==> src/hdl/rapb_pkg.sv <==
`timescale 1ns / 1ps

package rapb_pkg;

  // store depth, a power of two
  localparam int PIXELS   = 65536;
  localparam int CHANNELS = 3;
  localparam int IDX_W    = $clog2(PIXELS);

  localparam logic [7:0] WEIGHT_MAX = 8'd255;
  localparam logic [7:0] WEIGHT_ONE = 8'd1;

  localparam logic OP_BLEND = 1'b0;
  localparam logic OP_CLEAR = 1'b1;

  typedef logic [2:0][7:0] pixel_t;

  typedef struct packed {
    logic             rd_en;
    logic [IDX_W-1:0] addr;
    logic             pixel_we;
    logic             weight_we;
    pixel_t           pixel;
    logic [7:0]       weight;
  } store_req_t;

  function automatic logic ch_active(input logic [1:0] k, input logic three);
    return (k == 2'd0) || (three && (int'(k) < CHANNELS));
  endfunction

endpackage

==> src/hdl/rapb_div.sv <==
`timescale 1ns / 1ps

// three restoring divider lanes sharing one divisor, one quotient bit per cycle
module rapb_div (
  input  logic             clk_i,
  input  logic             rst_ni,
  input  logic             go_i,
  input  logic [2:0][15:0] num_i,
  input  logic [7:0]       den_i,
  output logic             done_o,
  output rapb_pkg::pixel_t quo_o
);

  logic             run_q;
  logic [2:0]       cnt_q;
  logic             done_q;
  logic [2:0][7:0]  rem_q, rem_d;
  logic [2:0][7:0]  low_q, low_d;
  logic [7:0]       den_q;

  always_comb begin
    for (int c = 0; c < 3; c++) begin
      logic [8:0] t;
      logic       ge;
      t  = {rem_q[c], low_q[c][7]};
      ge = t >= {1'b0, den_q};
      rem_d[c] = ge ? 8'(t - {1'b0, den_q}) : t[7:0];
      // quotient bits shift in where the numerator bits leave
      low_d[c] = {low_q[c][6:0], ge};
    end
  end

  always_ff @(posedge clk_i or negedge rst_ni) begin
    if (!rst_ni) begin
      run_q  <= 1'b0;
      cnt_q  <= '0;
      done_q <= 1'b0;
    end else begin
      done_q <= run_q && !go_i && (cnt_q == 3'd0);
      if (go_i) begin
        run_q <= 1'b1;
        cnt_q <= 3'd7;
      end else if (run_q) begin
        cnt_q <= cnt_q - 1'b1;
        if (cnt_q == 3'd0) begin
          run_q <= 1'b0;
        end
      end
    end
  end

  always_ff @(posedge clk_i) begin
    if (go_i) begin
      den_q <= den_i;
      for (int c = 0; c < 3; c++) begin
        rem_q[c] <= num_i[c][15:8];
        low_q[c] <= num_i[c][7:0];
      end
    end else if (run_q) begin
      rem_q <= rem_d;
      low_q <= low_d;
    end
  end

  assign done_o = done_q;
  assign quo_o  = low_q;

endmodule

==> config.mk <==
export PLATFORM = sky130hd
export DESIGN_NAME = rapb_div
export DESIGN_NICKNAME = d
export VERILOG_FILES = /design/src/hdl/rapb_pkg.sv /design/src/hdl/rapb_div.sv
export SDC_FILE = /design/constraint.sdc
export NUM_CORES = 1
export LEC_CHECK = 0
export ABC_CLOCK_PERIOD_IN_PS = 3600
export BUFFER_PORTS_ARGS = -buffer_cell sky130_fd_sc_hd__buf_2
export CAP_MARGIN = 20
export CORE_UTILIZATION = 60
export DETAILED_ROUTE_END_ITERATION = 6
export GPL_TIMING_DRIVEN = 0
export PLACE_DENSITY = 0.93
export SYNTH_ARGS = -nofsm -noshare
export SYNTH_HDL_FRONTEND = slang
export SYNTH_SLANG_ARGS = --single-unit
export TNS_END_PERCENT = 50
==> constraint.sdc <==
create_clock -name clk_i -period 3.6 [get_ports clk_i]
set_input_delay 0.72 -clock clk_i [delete_from_list [all_inputs] [get_ports clk_i]]
set_output_delay 0.72 -clock clk_i [all_outputs]
set_load 0.02 [all_outputs]
After elaboration in Yosys (flattened, before gate mapping). Index checks and enable logic that the tools add are counted.

Add/sub/neg operators: 4. $lt $le $gt $ge: 3. Muxes and demuxes: 12. Reductions and logical operators: 5.

Operators with widths (number): 2-to-1 mux 24 bit (4); >= comparator 9 x 8 -> 1 bit (3); 2-to-1 mux 8 bit (3); subtractor 8 bit (3); 2-to-1 mux 3 bit (2); zero test 3 bit (1); 2-to-1 mux 1 bit (3); subtractor 3 x 1 -> 3 bit (second input constant) (1); logical AND 1 bit (2); nonzero test 2 bit (1); zero test 1 bit (1).

Flip-flop bits (word level): 61. Input port bits: 59. Output and inout bits: 25. Word-level logic and storage cells: 34.

Depth between registers and ports, before layout.
Depth after elaboration: 4. Gate-level depth with buffers: 9. Depth with buffers taken out: 8.

Worst setup path after synthesis. No wires, ideal clock.

Path type: in2reg. From: in go_i. To: reg low_q, in the netlist quo_o[0], enable pin. Library setup time: 407 ps. Arrival: 2388 ps. Data required time: 3193 ps. Path slack: 805 ps. Stages on the path: 5. Path buffers: 3. Cell sequence: clkbuf_1 > inv_1 > buf_4 > buf_6 > nand2_1.

Word-level cells in the longest chain between the ends: 1.

RTL lines: start, declared (RTL line rapb_div.sv:7) `input logic go_i,`; nonzero test 2 bit (no source line); end signal, assigned by index (RTL line rapb_div.sv:57) `low_q[c] <= num_i[c][7:0];`; end signal, assigned (RTL line rapb_div.sv:61) `low_q <= low_d;`; end, declared (RTL line rapb_div.sv:18) `logic [2:0][7:0] low_q, low_d;`.

No other way between the ends. A chain may end at the register's enable or synchronous reset.

Final worst setup path.
From: in go_i. To: reg rem_q[17] in the netlist's numbering, enable pin.

Word-level cells in the longest chain between the ends: 1.

RTL lines: nonzero test 2 bit (no source line); end signal, assigned by index (RTL line rapb_div.sv:56) `rem_q[c] <= num_i[c][15:8];`; end signal, assigned (RTL line rapb_div.sv:60) `rem_q <= rem_d;`; end, declared (RTL line rapb_div.sv:17) `logic [2:0][7:0] rem_q, rem_d;`.

No other way between the ends.

==> results.txt <==
outcome: complete, no violations
Worst Setup End Kind: flop
Post-synth EDFFs: 56
Pwr per Cell Area: 716.8 nW/µm²
WP data required: 3.64 ns
leak pwr: 2.056 nW
chip width: 85.53 µm
TritonCTS clock tree: built
GRT met1 Usage: 38.45%
GRT overflow: 0
Comb pwr share: 50.4%
DRC: 0
Int Pwr: 2.076 mW
Port Buf Inserts: 83
syn avg cell area: 10.90 µm²
FP Rows: 30
NetSw: 1.447 mW
VDD IR max: 0.4629 mV
Clock Power Share: 17.6%
worst-path maximum fanout: 40
DP Area: 4725 µm²
maximum clock path buffer count: 2
Max Cap Viol: 0
WP data arrival: 2.57 ns
total power: 3.523 mW
GR met3 Demand/Resource: 6.256%
RSZ-0062 raised after global routing: false
Mapped Cells: 384
largest net degree at the start of global routing: 41
gr busiest metal: met2
vias in the first global route: 3835
share of cells above drive strength 1: 32.02%
Total Routed Length: 11.38 mm
Synth async-reset ratio: 8.197%
die area: 7315 µm²
clock sinks: 61
fin crit period: 2.529 ns
Nets: 567
syn_nets: 472
Crit path largest cell delay: 0.55 ns
Ports: 84
Final Instance Area: 4915 µm²
critical path's top delay family: buffers and inverters
GRT Total Usage: 32.15%
starting DRC count in detailed routing: 465
drt first pass iters: 6
vias: 3761
final setup TNS: 0 ns
chip height: 85.53 µm
GPL Wtd Cong: 0.9332
register bit total from synthesis: 61
CTS clk-pin slew, worst paths: 0.07 ns
Area Growth Syn to Fin: 17.39%
Crit path buffers/inverters: 6
hold buffers post-CTS: 0
setup violators final: 0
CP cell instances: buf_2, clkbuf_1, inv_1, buf_4, buf_6, nand2_2, buf_12
Max Freq: 395.4 MHz
antenna violations before repair: 0
Mapped Area: 4187 µm²
synth warn: 0
Core ar.: 6756 µm²
fin cells: 564
initial core utilization: 61.96%
max_slew headroom: 54.42%
share of power burned in registers: 32.0%
worst clock skew: 0.006705 ns
sw frac: 41.08%
final hold viol count: 0
wire length of the first global-routing pass: 17.91 mm
Setup Fix Bufs, Post-CTS: 0
post-synthesis sequential area ratio: 43.16%
CTS Root Cell: clkbuf_8
DP Wirelength: 8.176 mm
cts repair resizes: 0
antenna fix cells: 0
met2 usage in global routing: 55.64%
post-detailed-route count of antenna-violating nets: 0
Via density: 6.668
Most used DFF post-synth: edfxtp_1
Slew @ Worst Pin: 0.6838 ns
Worst-Skew Late Latency: 0.35 ns
CP Launch Type: primary input
Final period util: 70.24%
dpl cells: 548
Hold Path Class: primary input to async pin
Max stage delay cell, worst path: clkbuf_1
# H-tree levels: 3
post-synth cell types: 71
Setup CP Type: primary input to flop
WL/cell: 20.18 µm
cts bufs inserted: 9
max-slew violation count: 0
path summary, 6_finish.rpt:
path / from / cells after the start / slack (ns) / endpoint
hold reg to reg: cnt_q[1] / 2 / 0.55 / cnt_q[1]
min in group clk_i: den_i[5] / 1 / 0.54 / den_q[5]
max in group asynchronous: rst_ni / 1 / 3.29 / run_q
hold / removal: rst_ni / 1 / 0.17 / cnt_q[2]
setup reg to reg: den_q[1] / 7 / 1.08 / rem_q[21]
setup / recovery: go_i / 7 / 1.07 / rem_q[17]
Yosys cell counts (all sizes together) (4+ instances only):
cell type | instances | area share, %
a211o | 4 | 0.90
a211oi | 6 | 1.3
a21o | 5 | 0.99
a21oi | 14 | 2.0
a311oi | 5 | 1.0
a31o | 4 | 0.84
a31oi | 12 | 1.9
buf | 9 | 1.9
clkbuf | 8 | 0.72
dfrtp | 5 | 3.0
edfxtp | 56 | 40
ha | 26 | 7.8
inv | 26 | 2.3
mux2 | 23 | 6.2
mux2i | 5 | 1.2
nand2 | 19 | 1.7
nand2b | 9 | 1.3
nand3 | 11 | 1.3
nand4 | 5 | 0.75
nor2 | 25 | 2.3
nor2b | 12 | 1.8
nor4 | 4 | 0.60
o211ai | 11 | 2.1
o21a | 7 | 1.3
o21ai | 16 | 2.0
xnor2 | 4 | 0.84
per-stage QoR:
step                hold WS (ns)  util [%]  setup slack [ns]
floorplan                 0.4244         -            0.8054
global placement          0.4861     69.59           -0.2342
detailed placement        0.4980     69.93            0.8036
CTS                       0.1736     72.74             1.131
global route              0.1796     72.74            0.9709
finish                    0.1749     72.74             1.071
kinds of logic (layout without fill, tap and decap cells):
| logic type | count (synthesis) | in the layout | synth area share, % |
|---|---|---|---|
| and+or+nand+nor | 105 | 105 | 13.36 |
| buffers and inverters | 43 | 143 | 4.931 |
| adders and majority gates | 29 | 29 | 9.205 |
| xor gates and xnor gates | 5 | 5 | 1.046 |
| muxes | 28 | 28 | 7.382 |
| DFF | 61 | 61 | 43.16 |
| AOI/OAI and AO/OA | 113 | 113 | 20.92 |
power by group through the flow:
stage                     logic (mW)  clock network (mW)  registers [mW]
after floorplan                 1.27                   0            1.15
after global placement          1.60                   0            1.12
after detailed placement        1.70                   0            1.13
after CTS                       1.73               0.619            1.12
after global routing            1.91               0.644            1.14
final                           1.77               0.621            1.13
registers in the layout, summed over array words and instances, names as in the netlist:
signal,count
run_q,1
quo_o,24
done_o,1
cnt_q,3
den_q,8
rem_q,24
layout by cell type (no fill, tap or decap), drive strengths merged, types with 4 or more instances in the layout:
cell type and count:
dfrtp 5, nor4 4, edfxtp 56, mux2 23
ha 26, buf 93, nor2 25, inv 27
nand4 5, o21a 7, o211ai 11, nor2b 12
a21oi 14, clkbuf 18, a21o 5, nand2 19
a31oi 12, xnor2 4, a311oi 5, o21ai 16
a211o 4, nand2b 9, mux2i 5, a31o 4
nand3 11, a211oi 6
layout make-up:
class	instances	area [µm²]
Clock inverter	6	62.56
Clock buffer	10	127.6
Multi-Input combinational cell	280	2176
Buffer	17	108.9
Tap cell	80	100.1
Timing Repair Buffer	84	435.4
Inverter	26	97.59
Fill cell	453	1842
Sequential cell	61	1807
metal layers:
layer	vias to the layer above	wire [µm]
met3	37	1105
met4	0	316
li1	1685	-
met1	1793	4319
met2	246	5640
met5	-	0
(Power assumes the default switching activity.)
